`src/mrx_pkg.sv`:
```
`default_nettype none
package mrx_pkg;

    // Function codes of the R-type instructions.
    localparam logic [5:0] FN_SLL   = 6'd0;
    localparam logic [5:0] FN_SRL   = 6'd2;
    localparam logic [5:0] FN_SRA   = 6'd3;
    localparam logic [5:0] FN_SLLV  = 6'd4;
    localparam logic [5:0] FN_SRLV  = 6'd6;
    localparam logic [5:0] FN_SRAV  = 6'd7;
    localparam logic [5:0] FN_JR    = 6'd8;
    localparam logic [5:0] FN_JALR  = 6'd9;
    localparam logic [5:0] FN_MFHI  = 6'd16;
    localparam logic [5:0] FN_MTHI  = 6'd17;
    localparam logic [5:0] FN_MFLO  = 6'd18;
    localparam logic [5:0] FN_MTLO  = 6'd19;
    localparam logic [5:0] FN_MULT  = 6'd24;
    localparam logic [5:0] FN_MULTU = 6'd25;
    localparam logic [5:0] FN_DIV   = 6'd26;
    localparam logic [5:0] FN_DIVU  = 6'd27;
    localparam logic [5:0] FN_ADD   = 6'd32;
    localparam logic [5:0] FN_ADDU  = 6'd33;
    localparam logic [5:0] FN_SUB   = 6'd34;
    localparam logic [5:0] FN_SUBU  = 6'd35;
    localparam logic [5:0] FN_AND   = 6'd36;
    localparam logic [5:0] FN_OR    = 6'd37;
    localparam logic [5:0] FN_XOR   = 6'd38;
    localparam logic [5:0] FN_SLT   = 6'd42;
    localparam logic [5:0] FN_SLTU  = 6'd43;

    // Status codes.
    localparam logic [1:0] ST_OK   = 2'd0;
    localparam logic [1:0] ST_OVF  = 2'd1;
    localparam logic [1:0] ST_DIVZ = 2'd2;
    localparam logic [1:0] ST_UNK  = 2'd3;

    // Operation classes chosen by the front end.
    typedef enum logic [3:0] {
        OP_ADD, OP_ADDU, OP_SUB, OP_SUBU, OP_LOGIC, OP_SLT, OP_SHIFT,
        OP_MUL, OP_DIV, OP_MFHL, OP_MTHL, OP_JUMP, OP_UNK
    } t_op;

    // Decoded item handed from front to back.
    typedef struct packed {
        t_op         op;
        logic [5:0]  fn;
        logic [4:0]  rd;
        logic [4:0]  shamt;
        logic [31:0] a;
        logic [31:0] b;
        logic [31:0] pc;
    } t_dec;

    localparam int DEC_W = $bits(t_dec);

    // Queue depth between front and back.
    localparam int QDEPTH = 2;
    localparam int QAW    = $clog2(QDEPTH);

    // Back-end sequencer states.
    typedef enum logic [1:0] {S_IDLE, S_ITER, S_FIX, S_DONE} t_state;

endpackage
`default_nettype wire

```
`src/mrx_if.sv`:
```
`default_nettype none
interface mrx_in_if;
    logic        valid;
    logic        ready;
    logic [31:0] instruction_word;
    logic [31:0] rs_value;
    logic [31:0] rt_value;
    logic [31:0] current_pc;
    modport source (output valid, instruction_word, rs_value, rt_value, current_pc,
                    input ready);
    modport sink   (input valid, instruction_word, rs_value, rt_value, current_pc,
                    output ready);
endinterface

interface mrx_out_if;
    logic        valid;
    logic        ready;
    logic        reg_write;
    logic [4:0]  dest_index;
    logic [31:0] write_data;
    logic        jump_taken;
    logic [31:0] jump_target;
    logic [1:0]  status;
    modport source (output valid, reg_write, dest_index, write_data, jump_taken,
                    jump_target, status, input ready);
    modport sink   (input valid, reg_write, dest_index, write_data, jump_taken,
                    jump_target, status, output ready);
endinterface
`default_nettype wire

```
`src/mrx_front.sv`:
```
`default_nettype none
module mrx_front
    import mrx_pkg::*;
(
    input  wire logic  i_clk,
    input  wire logic  i_rst_n,
    mrx_in_if.sink     i_in,
    output t_dec       o_dec,
    output logic       o_dec_valid,
    input  wire logic  i_dec_ready
);

    logic [5:0] fn;
    t_op        op;

    assign fn = i_in.instruction_word[5:0];

    // Classify the function code.
    always_comb begin
        unique case (fn)
            FN_ADD:  op = OP_ADD;
            FN_ADDU: op = OP_ADDU;
            FN_SUB:  op = OP_SUB;
            FN_SUBU: op = OP_SUBU;
            FN_AND, FN_OR, FN_XOR: op = OP_LOGIC;
            FN_SLT, FN_SLTU: op = OP_SLT;
            FN_SLL, FN_SRL, FN_SRA, FN_SLLV, FN_SRLV, FN_SRAV: op = OP_SHIFT;
            FN_MULT, FN_MULTU: op = OP_MUL;
            FN_DIV, FN_DIVU: op = OP_DIV;
            FN_MFHI, FN_MFLO: op = OP_MFHL;
            FN_MTHI, FN_MTLO: op = OP_MTHL;
            FN_JR, FN_JALR: op = OP_JUMP;
            default: op = OP_UNK;
        endcase
    end

    // Small queue of decoded items.
    t_dec           r_mem [QDEPTH];
    logic [QAW-1:0] r_wp, r_rp;
    logic [QAW:0]   r_cnt;
    logic           push, pop;

    assign i_in.ready  = (r_cnt != (QAW+1)'(QDEPTH));
    assign push        = i_in.valid && i_in.ready;
    assign o_dec_valid = (r_cnt != '0);
    assign pop         = o_dec_valid && i_dec_ready;
    assign o_dec       = r_mem[r_rp];

    always_ff @(posedge i_clk) begin
        if (push) begin
            r_mem[r_wp] <= '{op: op, fn: fn, rd: i_in.instruction_word[15:11],
                             shamt: i_in.instruction_word[10:6],
                             a: i_in.rs_value, b: i_in.rt_value,
                             pc: i_in.current_pc};
        end
    end

    always_ff @(posedge i_clk) begin
        if (!i_rst_n) begin
            r_wp  <= '0;
            r_rp  <= '0;
            r_cnt <= '0;
        end else begin
            if (push) r_wp <= r_wp + 1'b1;
            if (pop)  r_rp <= r_rp + 1'b1;
            r_cnt <= r_cnt + (QAW+1)'(push) - (QAW+1)'(pop);
        end
    end

    assert property (@(posedge i_clk) disable iff (!i_rst_n)
        r_cnt <= (QAW+1)'(QDEPTH)) else $error("queue count overflow");
    assert property (@(posedge i_clk) disable iff (!i_rst_n)
        (r_cnt == '0) |-> !pop) else $error("pop from empty queue");
    assert property (@(posedge i_clk) disable iff (!i_rst_n)
        (push && !pop) |=> (r_cnt == $past(r_cnt) + 1'b1))
        else $error("queue count did not advance");

endmodule
`default_nettype wire

```
`src/mrx_back.sv`:
```
`default_nettype none
module mrx_back
    import mrx_pkg::*;
(
    input  wire logic  i_clk,
    input  wire logic  i_rst_n,
    input  wire t_dec  i_dec,
    input  wire logic  i_dec_valid,
    output logic       o_dec_ready,
    mrx_out_if.source  o_out
);

    t_state r_state, n_state;
    t_dec   r_it;
    logic [31:0] r_hi, r_lo;
    logic [5:0]  r_cnt;
    // Shared shift-add / shift-subtract datapath.
    logic [31:0] r_acc, r_q, r_m;
    logic        r_na, r_nb;
    logic        r_ov, r_wr, r_jmp;
    logic [4:0]  r_rd;
    logic [31:0] r_data, r_tgt;
    logic [1:0]  r_st;

    logic        take, deliver, is_div, is_signed, last;
    logic [31:0] a, b, ma, mb;
    logic [32:0] sum, trial;

    assign o_dec_ready = (r_state == S_IDLE);
    assign take        = i_dec_valid && o_dec_ready;
    assign deliver     = o_out.valid && o_out.ready;
    assign a           = i_dec.a;
    assign b           = i_dec.b;
    assign is_signed   = !r_it.fn[0];
    assign is_div      = (r_it.op == OP_DIV);
    assign last        = (r_cnt == 6'd31);
    assign ma          = (i_dec.fn[0] == 1'b0 && a[31]) ? (32'd0 - a) : a;
    assign mb          = (i_dec.fn[0] == 1'b0 && b[31]) ? (32'd0 - b) : b;

    // One multiply step adds the multiplicand when the low multiplier bit is set; one divide step trial-subtracts.
    assign sum   = {1'b0, r_acc} + (r_q[0] ? {1'b0, r_m} : 33'd0);
    assign trial = {r_acc[31:0], r_q[31]} - {1'b0, r_m};

    // Next state.
    always_comb begin
        n_state = r_state;
        unique case (r_state)
            S_IDLE: if (take) n_state = ((i_dec.op == OP_MUL ||
                                         (i_dec.op == OP_DIV && b != 32'd0)) ?
                                        S_ITER : S_DONE);
            S_ITER: if (last) n_state = S_FIX;
            S_FIX:  n_state = S_DONE;
            S_DONE: if (deliver) n_state = S_IDLE;
            default: n_state = S_IDLE;
        endcase
    end

    // Output side of the sequencer.
    always_comb begin
        o_out.valid       = (r_state == S_DONE);
        o_out.reg_write   = r_wr;
        o_out.dest_index  = r_wr ? r_rd : 5'd0;
        o_out.write_data  = r_wr ? r_data : 32'd0;
        o_out.jump_taken  = r_jmp;
        o_out.jump_target = r_jmp ? r_tgt : 32'd0;
        o_out.status      = r_st;
    end

    // Results computed combinationally at issue for the operations that need no iteration.
    logic        c_wr, c_jmp;
    logic [31:0] c_data;
    logic [1:0]  c_st;
    logic [31:0] addr, subr;
    logic [4:0]  sh;
    always_comb begin
        addr   = a + b;
        subr   = a - b;
        sh     = i_dec.fn[2] ? a[4:0] : i_dec.shamt;
        c_wr   = 1'b1;
        c_jmp  = 1'b0;
        c_data = 32'd0;
        c_st   = ST_OK;
        unique case (i_dec.op)
            OP_ADD: begin
                c_data = addr;
                if (~(a[31] ^ b[31]) & (a[31] ^ addr[31])) begin
                    c_st = ST_OVF; c_wr = 1'b0;
                end
            end
            OP_ADDU: c_data = addr;
            OP_SUB: begin
                c_data = subr;
                if ((a[31] ^ b[31]) & (a[31] ^ subr[31])) begin
                    c_st = ST_OVF; c_wr = 1'b0;
                end
            end
            OP_SUBU: c_data = subr;
            OP_LOGIC: begin
                case (i_dec.fn)
                    FN_AND:  c_data = a & b;
                    FN_OR:   c_data = a | b;
                    default: c_data = a ^ b;
                endcase
            end
            OP_SLT: c_data = (i_dec.fn == FN_SLT) ?
                             {31'd0, $signed(a) < $signed(b)} : {31'd0, a < b};
            OP_SHIFT: begin
                case (i_dec.fn[1:0])
                    2'd0:    c_data = b << sh;
                    2'd2:    c_data = b >> sh;
                    default: c_data = 32'($signed(b) >>> sh);
                endcase
            end
            OP_MUL: c_wr = 1'b0;
            OP_DIV: begin
                c_wr = 1'b0;
                if (b == 32'd0) c_st = ST_DIVZ;
            end
            OP_MFHL: c_data = (i_dec.fn == FN_MFHI) ? r_hi : r_lo;
            OP_MTHL: c_wr = 1'b0;
            OP_JUMP: begin
                c_jmp  = 1'b1;
                c_wr   = (i_dec.fn == FN_JALR);
                c_data = i_dec.pc + 32'd8;
            end
            default: begin
                c_wr = 1'b0;
                c_st = ST_UNK;
            end
        endcase
    end

    always_ff @(posedge i_clk) begin
        if (!i_rst_n) begin
            r_state <= S_IDLE;
            r_hi    <= '0;
            r_lo    <= '0;
        end else begin
            r_state <= n_state;
            if (take && i_dec.op == OP_MTHL) begin
                if (i_dec.fn == FN_MTHI) r_hi <= a;
                else r_lo <= a;
            end
            if (r_state == S_FIX) begin
                if (is_div) begin
                    r_lo <= (is_signed && (r_na != r_nb)) ? 32'd0 - r_q : r_q;
                    r_hi <= (is_signed && r_na) ? 32'd0 - r_acc : r_acc;
                end else if (is_signed && r_ov) begin
                    {r_hi, r_lo} <= 64'd0 - {r_acc, r_q};
                end else begin
                    {r_hi, r_lo} <= {r_acc, r_q};
                end
            end
        end
    end

    // Payload and iteration registers.
    always_ff @(posedge i_clk) begin
        if (take) begin
            r_it   <= i_dec;
            r_rd   <= i_dec.rd;
            r_wr   <= c_wr;
            r_jmp  <= c_jmp;
            r_tgt  <= a;
            r_data <= c_data;
            r_st   <= c_st;
            r_cnt  <= '0;
            r_acc  <= '0;
            r_q    <= ma;
            r_m    <= mb;
            r_na   <= a[31];
            r_nb   <= b[31];
            r_ov   <= (a[31] ^ b[31]) & !i_dec.fn[0];
        end else if (r_state == S_ITER) begin
            r_cnt <= r_cnt + 6'd1;
            if (is_div) begin
                if (!trial[32]) begin
                    r_acc <= trial[31:0];
                    r_q   <= {r_q[30:0], 1'b1};
                end else begin
                    r_acc <= {r_acc[30:0], r_q[31]};
                    r_q   <= {r_q[30:0], 1'b0};
                end
            end else begin
                r_acc <= sum[32:1];
                r_q   <= {sum[0], r_q[31:1]};
            end
        end
    end

    assert property (@(posedge i_clk) disable iff (!i_rst_n)
        (r_state == S_DONE && !o_out.ready) |=> (r_state == S_DONE && $stable(r_data)))
        else $error("result changed while held");
    assert property (@(posedge i_clk) disable iff (!i_rst_n)
        (r_state == S_ITER && last) |=> (r_state == S_FIX))
        else $error("iteration did not end");
    assert property (@(posedge i_clk) disable iff (!i_rst_n)
        (take && i_dec.op == OP_DIV && i_dec.b == 32'd0) |=> $stable(r_hi) && $stable(r_lo))
        else $error("divide by zero touched HI/LO");

endmodule
`default_nettype wire

```
`src/mips_rtype_execute_unit_top.sv`:
```
`default_nettype none
// From accept to result, simple operations pass the queue stage and then the
// execute register; multiply, and divide by a nonzero value, also pass the
// 32 steps of the shared shift-add/shift-subtract unit and a fix-up state.
// The back end takes a new item only after its previous result is delivered.
// Reset (synchronous, active low) empties the queue and clears HI and LO.
module mips_rtype_execute_unit_top
    import mrx_pkg::*;
(
    input  wire logic i_clk,
    input  wire logic i_rst_n,
    mrx_in_if.sink    i_in,
    mrx_out_if.source o_out
);

    t_dec dec;
    logic dec_valid, dec_ready;

    mrx_front u_front (
        .i_clk(i_clk), .i_rst_n(i_rst_n), .i_in(i_in),
        .o_dec(dec), .o_dec_valid(dec_valid), .i_dec_ready(dec_ready)
    );

    mrx_back u_back (
        .i_clk(i_clk), .i_rst_n(i_rst_n),
        .i_dec(dec), .i_dec_valid(dec_valid), .o_dec_ready(dec_ready),
        .o_out(o_out)
    );

endmodule
`default_nettype wire
```
`src/flat_wrapper.sv`:
```
// flat-port wrapper written by rule: the top's interface ports become plain ports
module mips_rtype_execute_unit_top_flat import mrx_pkg::*;
  (i_clk, i_rst_n, i_in_valid, i_in_instruction_word, i_in_rs_value, i_in_rt_value, i_in_current_pc, i_in_ready, o_out_valid, o_out_reg_write, o_out_dest_index, o_out_write_data, o_out_jump_taken, o_out_jump_target, o_out_status, o_out_ready);
  mrx_in_if i_in_i ();
  mrx_out_if o_out_i ();
  input  wire logic i_clk;
  input  wire logic i_rst_n;
  input wire logic [$bits(i_in_i.valid)-1:0] i_in_valid;
  input wire logic [$bits(i_in_i.instruction_word)-1:0] i_in_instruction_word;
  input wire logic [$bits(i_in_i.rs_value)-1:0] i_in_rs_value;
  input wire logic [$bits(i_in_i.rt_value)-1:0] i_in_rt_value;
  input wire logic [$bits(i_in_i.current_pc)-1:0] i_in_current_pc;
  output wire logic [$bits(i_in_i.ready)-1:0] i_in_ready;
  output wire logic [$bits(o_out_i.valid)-1:0] o_out_valid;
  output wire logic [$bits(o_out_i.reg_write)-1:0] o_out_reg_write;
  output wire logic [$bits(o_out_i.dest_index)-1:0] o_out_dest_index;
  output wire logic [$bits(o_out_i.write_data)-1:0] o_out_write_data;
  output wire logic [$bits(o_out_i.jump_taken)-1:0] o_out_jump_taken;
  output wire logic [$bits(o_out_i.jump_target)-1:0] o_out_jump_target;
  output wire logic [$bits(o_out_i.status)-1:0] o_out_status;
  input wire logic [$bits(o_out_i.ready)-1:0] o_out_ready;
  assign i_in_i.valid = i_in_valid;
  assign i_in_i.instruction_word = i_in_instruction_word;
  assign i_in_i.rs_value = i_in_rs_value;
  assign i_in_i.rt_value = i_in_rt_value;
  assign i_in_i.current_pc = i_in_current_pc;
  assign i_in_ready = i_in_i.ready;
  assign o_out_valid = o_out_i.valid;
  assign o_out_reg_write = o_out_i.reg_write;
  assign o_out_dest_index = o_out_i.dest_index;
  assign o_out_write_data = o_out_i.write_data;
  assign o_out_jump_taken = o_out_i.jump_taken;
  assign o_out_jump_target = o_out_i.jump_target;
  assign o_out_status = o_out_i.status;
  assign o_out_i.ready = o_out_ready;
  mips_rtype_execute_unit_top u_core (.i_clk(i_clk), .i_rst_n(i_rst_n), .i_in(i_in_i), .o_out(o_out_i));
endmodule
```
`config.mk`:
```
export PLATFORM = sky130hd
export DESIGN_NAME = mips_rtype_execute_unit_top_flat
export DESIGN_NICKNAME = d
export VERILOG_FILES = /design/src/mrx_pkg.sv /design/src/mrx_if.sv /design/src/mrx_front.sv /design/src/mrx_back.sv /design/src/mips_rtype_execute_unit_top.sv /design/src/flat_wrapper.sv
export SDC_FILE = /design/constraint.sdc
export NUM_CORES = 2
export LEC_CHECK = 0
export BUFFER_PORTS_ARGS = -buffer_cell sky130_fd_sc_hd__buf_4
export CORE_UTILIZATION = 57
export CTS_CLUSTER_SIZE = 10
export DETAILED_ROUTE_END_ITERATION = 6
export PLACE_DENSITY_LB_ADDON = 0.05
export SETUP_SLACK_MARGIN = 0.5
export SLEW_MARGIN = 20
export SYNTH_ARGS = -nofsm -noshare
export SYNTH_HDL_FRONTEND = slang
export SYNTH_SLANG_ARGS = --single-unit
```
`constraint.sdc`:
```
create_clock -name i_clk -period 6.3 [get_ports i_clk]
set_input_delay 0.945 -clock i_clk [delete_from_list [all_inputs] [get_ports i_clk]]
set_output_delay 0.945 -clock i_clk [all_outputs]
set_load 0.05 [all_outputs]
```
# After elaboration in Yosys (flattened, before gate mapping)
# Memories as Yosys holds them, arrays and structs flattened. A register that Yosys moved wholly into a read port is not among the register bits.
# Cells that the tools add are included.
totals:
  input_bits: 132
  out_inout_bits: 75
  ram_bits: 232
  memories: 2
  word_cells: 159
  mem_bits_ro: 256
  reg_bits: 253
mem_list:
  columns: ["name", "words", "word_bits", "read_ports", "rd_clocked_by_memory_dff", "write_ports", "line", "rtl"]
  rows:
  - ["(name not given)", 64, 4, 1, 0, 0, "mrx_front.sv:20", "unique case (fn)"]
  - ["u_core.u_front.r_mem", 2, 116, 1, 1, 1, "mrx_front.sv:38", "t_dec r_mem [QDEPTH];"]
classes:
  magnitude_cmp: 2
  n_reduce_logical: 29
  n_bitwise: 11
  n_shift: 3
  mux: 47
  eq_ne: 29
  n_addsub: 15
ops:
  columns: ["cell", "n"]
  rows:
  - ["two-way mux 32 bit", 23]
  - ["one-hot mux 32 bit (7 select lines)", 1]
  - ["one-hot mux 32 bit (2 select lines)", 2]
  - ["subtractor 1 x 32 -> 32 bit, first input constant", 4]
  - ["less-than comparator 32 bit", 2]
  - ["subtractor 1 x 64 -> 64 bit, first input constant", 1]
  - ["adder 32 x 32 -> 33 bit", 1]
  - ["subtractor 33 x 32 -> 33 bit", 1]
  - ["adder 32 bit", 1]
  - ["adder 32 x 4 -> 32 bit, second input constant", 1]
  - ["bitwise AND 32 bit", 1]
  - ["logical NOT 32 bit", 1]
  - ["bitwise OR 32 bit", 1]
  - ["nonzero test 32 bit", 1]
  - ["left shift 32 x 5 -> 32 bit", 1]
  - [">> shifter 32 x 5 -> 32 bit", 1]
  - [">>> shifter 32 x 5 -> 32 bit", 1]
  - ["subtractor 32 bit", 1]
  - ["XOR 32 bit", 1]
  - ["== test 4 bit, second input constant", 5]
  - ["== test 6 x 5 -> 1 bit, second input constant", 3]
  - ["== test 6 bit, second input constant", 3]
  - ["== test 4 x 3 -> 1 bit, second input constant", 4]
  - ["one-hot mux 2 bit (4 select lines)", 2]
  - ["30 further kinds", 73]

# Depth between registers and ports, before layout
depth:
  word_depth: 6
  ltp_mapped: 19
  depth_no_buf: 15

# Cells and area by module
# Synthesis repeated with hierarchy kept, for this count alone.
hier_totals:
  hier_cells: 3896
  hier_area_um2: 35794.3
by_module_without_submodules:
  columns: ["module", "instances", "cells_each", "area_each_um2", "seq_area_each_um2"]
  rows:
  - ["mrx_back", 1, 3485, 27033.4, 6406.1]
  - ["mrx_front", 1, 411, 8760.9, 7066.8]

# Worst setup path after synthesis
# No wires, ideal clock.
synth_path:
  path_type: "input port to flip-flop"
  from: "input i_in_valid"
  to: "memory u_core.u_front.r_mem[0][0] in the netlist's numbering (enable)"
  stages: 2
  setup_slack_ps: -185
  n_path_buf: 0
  setup_ps: 594
  required_ps: 5706
  t_arrival_ps: 5891
  path_cell_list: "nand2_1 nor2_1"
synth_via:
  elab_chain_len: 3
synth_lines:
  columns: ["item", "line", "rtl"]
  rows:
  - ["start, declared", "flat_wrapper.sv:8", "input wire logic [$bits(i_in_i.valid)-1:0] i_in_valid;"]
  - ["logical AND 1 bit", "mrx_front.sv:44", "assign push = i_in.valid && i_in.ready;"]
  - ["two-way mux 1 bit", "mrx_front.sv:50", "if (push) begin"]
  - ["two-way mux 1 bit (implied by the code)", "mrx_front.sv:51", "r_mem[r_wp] <= '{op: op, fn: fn, rd: i_in.instruction_word[15:11],"]
  - ["end, declared", "mrx_front.sv:38", null]
# No other way between the ends.

==> reports/results.md <==
Run status
* **result of the run** complete, no violations

Detailed routing
* **antenna-violating nets left** 0
* **wire length reported by the detailed router** 128000 microns
* **violation count after the first detailed-route iteration** 4335
* **average via count per standard cell** 6.57
* **overall via count from detail_route** 32400
* **number of search-and-repair iterations in the first detailed-routing pass** 7
* **DRC violations left** 0
* **final routed wire length divided by cell count** 26.0 microns

Floorplan
* **Initial Utilization** 58.2%
* **x dimension of the die** 251 microns
* **core region area** 60800 sq um
* **I/O pin cnt** 207
* **die outline area** 63100 sq um
* **Placement Rows** 90
* **Vert. Die Dim** 251 microns

Placed design
* **quantity of I/O buffers inserted on ports** 190
* **GPL Wtd Cong** 1.06
* **DP Wirelength** 97500 microns
* **placed instance count** 4826

Worst setup path
* **Worst Path Buf+Inv** 3
* **family of cells with the greatest summed delay on the critical path** compound AO/OA/AOI/OAI gates
* **slowest stage cell on the critical path** mux2i_1
* **Top cell by count, worst path** a211oi_1
* **CP Launch Type** register
* **type of the worst setup path** register to register
* **top fanout value on the critical path** 36
* **arrival time at the worst endpoint** 5700 ps
* **Slowest Stage Delay on Critical Path** 840 ps
* **required time of the critical path** 6680 ps
* **kind of end point of the critical path** register
* **Cell Chain, Critical Path** buf_12 > mux2i_1 > inv_1 > ha_1 > a211oi_1 > a21boi_0 > o211ai_1 > a211oi_1 > buf_4 > o31ai_1 > a21oi_1 > xnor2_1 > nor3b_1 > o41ai_1

CTS
* **Post-CTS Hold Buffers** 0
* **H-tree levels** 2
* **TritonCTS clock tree** done
* **buffers inserted during post-CTS setup optimization** 0
* **Clock transition at path regs** 60 ps
* **TritonCTS Buffers** 56
* **insertion delay of the later-clocked pin in the worst-skew pair** 640 ps
* **number of buffers on the longest clock path** 3
* **number of gates resized after cts** 0
* **sink count of the clock tree** 485
* **Clk Tree Root Cell** clkbuf_16

Yosys
* **number of flops mapped to enable cells by yosys** 376
* **combinational family with the most area after synthesis** compound AO/OA/AOI/OAI gates
* **most instantiated flip-flop cell in the synthesis netlist** edfxtp_1
* **distinct cell type count after synthesis** 97
* **flops & latches, synth** 485
* **combined area of all synthesized cells** 35400 sq um
* **fraction of synthesized cell area in xor and xnor cells** 5.82%
* **multiplexer share of the synthesized area** 7.86%
* **top cell type by total area after synthesis** edfxtp_1
* **Synth Area in Simple Gates** 16.3%
* **post-synth net total** 4309
* **top cell type's share of synthesized area** 31.9%
* **Synth Warn #** 0
* **most used standard cell by instance count after synthesis** nor2_1
* **ys async rst share** 0%
* **portion of the post-synthesis area used by sequential elements** 38.1%
* **share of the synthesized area in compound gates (AO/OA/AOI/OAI)** 20.7%
* **Post-Synth Adder-Cell Area** 6.63%
* **Area contributors post-synth** edfxtp_1 32%, ha_1 6.4%, dfxtp_1 6.2%, mux2i_1 6.1%, nor2_1 5.6%
* **Mean Syn Cell Area** 8.86 sq um
* **top cell types by occurrence after synthesis** 532 x nor2_1, 376 x edfxtp_1, 366 x a21oi_1
* **Syn Inst Count** 3992

Global route
* **vias in the first global route** 29600
* **pin count of the biggest net entering global routing** 80
* **wire length of the first global-routing pass** 187000 microns
* **antenna violations before repair** 5
* **global-route congestion overflow total** 0
* **GRT Resource Usage Total** 39.7%

Final layout
* **diodes inserted** 0
* **filler-free cell count of the finished design** 4932
* **Area Overhead vs Synth** 11.4%
* **nets@finish** 4419
* **final core area utilization** 64.8%
* **share of cells above drive strength 1** 11.2%

Power
* **worst IR drop on VDD** 0.396 mV
* **leak pwr** 15.0 nW
* **Power per Cell Area** 565 nW/um^2
* **Pwr Total** 0.0223 W

Timing
* **period utilisation layout** 84.4%
* **Final Max Tran Viols** 0
* **count of final setup violators** 0
* **unrepaired setup endpoints after global routing** no
* **number of failing hold endpoints at the final stage** 0
* **worst slew pin tran** 1200 ps
* **final critical-path required period** 5320 ps
* **max-slew headroom at the worst pin** 17.6%
* **Setup TNS** 0 ps
* **maximum frequency from static timing analysis** 0.188 GHz
* **clock skew** 25.0 ps
* **Final Hold Slack** 492 ps

Job
* **number of max-cap violations** 0

Min path
* **min-delay worst type** register to register

-- worst register-to-register path, delay by kind of cell, from the launching register on --
kind / cells / cell delay (ps)
xor+xnor: 1 / 190
compound gates: 7 / 1720
buf+inv: 3 / 960
simple gates: 1 / 260
fa+ha+maj: 1 / 360
mux: 1 / 870
flops: 1 / 710
-- metal layers --
metal | track usage [%] | vias to the layer above | wire length, microns
met5 | 0 | - | 40
met4 | 22.4 | 6 | 8150
met3 | 8.37 | 367 | 13600
met2 | 59.6 | 1846 | 55200
met1 | 53.4 | 15300 | 51400
li1 | - | 14900 | -
-- report_power, final --
part	internal (W)	switching, W
sequential	0.00461	0.000769
combinational	0.00465	0.00921
clock	0.00172	0.00132
total	0.0110	0.0113
-- sequential cells by signal, indices dropped and copies added (netlist names), 2 cells and up, named ones only --
name                        count
u_core.u_back.r_tgt            31
u_core.u_back.r_lo             32
u_core.u_back.r_data           32
u_core.u_front.r_cnt            2
u_core.u_back.r_cnt             6
u_core.u_front.r_mem          232
u_core.u_back.r_hi             32
u_core.u_back.r_q              32
u_core.u_back.r_state           2
u_core.u_back.r_rd              5
u_core.u_back.r_acc            32
u_core.u_back.o_out.status      2
u_core.u_back.r_it              5
u_core.u_back.r_m              32
-- metrics by stage --
| step | instance area, sq um | setup slack [ps] |
|---|---|---|
| floorplan | 35400 | 849 |
| global placement | 37700 | 1200 |
| detailed placement | 37700 | 1210 |
| CTS | 39400 | 1210 |
| global route | 39400 | 836 |
| finish | 39400 | 984 |
-- final cells by class --
class,count,area (sq um)
flip-flops and latches,485,13500
repair buffers,304,2320
multi-input cells,3113,20400
clock buffers,100,1610
clock inverters,6,86.3
well taps,782,978
fillers,5228,21400
inverters,142,538
-- cell families after synthesis --
kind of cell	count (synthesis)
multiplexers	260
flip-flops	485
buffers and inverters	394
AND/OR/NAND/NOR	1267
AO/OA/AOI/OAI	1166
adder cells (fa/ha/maj)	185
XOR/XNOR	235
-- worst paths after layout --
kind	cells after the start	start	slack, ps	endpoint
max	14	register	980	u_core.u_back.o_out.reg_write
min	2	u_core.u_back.r_cnt[5]	490	u_core.u_back.r_cnt[5]
max reg2reg	14	register	980	u_core.u_back.o_out.reg_write
min reg2reg	2	u_core.u_back.r_cnt[5]	490	u_core.u_back.r_cnt[5]
-- cells in the final DEF (no fill, tap or decap), types with 123 or more instances in the layout --
master      n
a211oi_1  130
inv_1     123
o21ai_0   166
mux2i_1   212
ha_1      180
nor2_1    529
nand2_1   312
xnor2_1   162
buf_4     301
edfxtp_1  376
a21oi_1   366
Power figures use the tool's default switching activity.
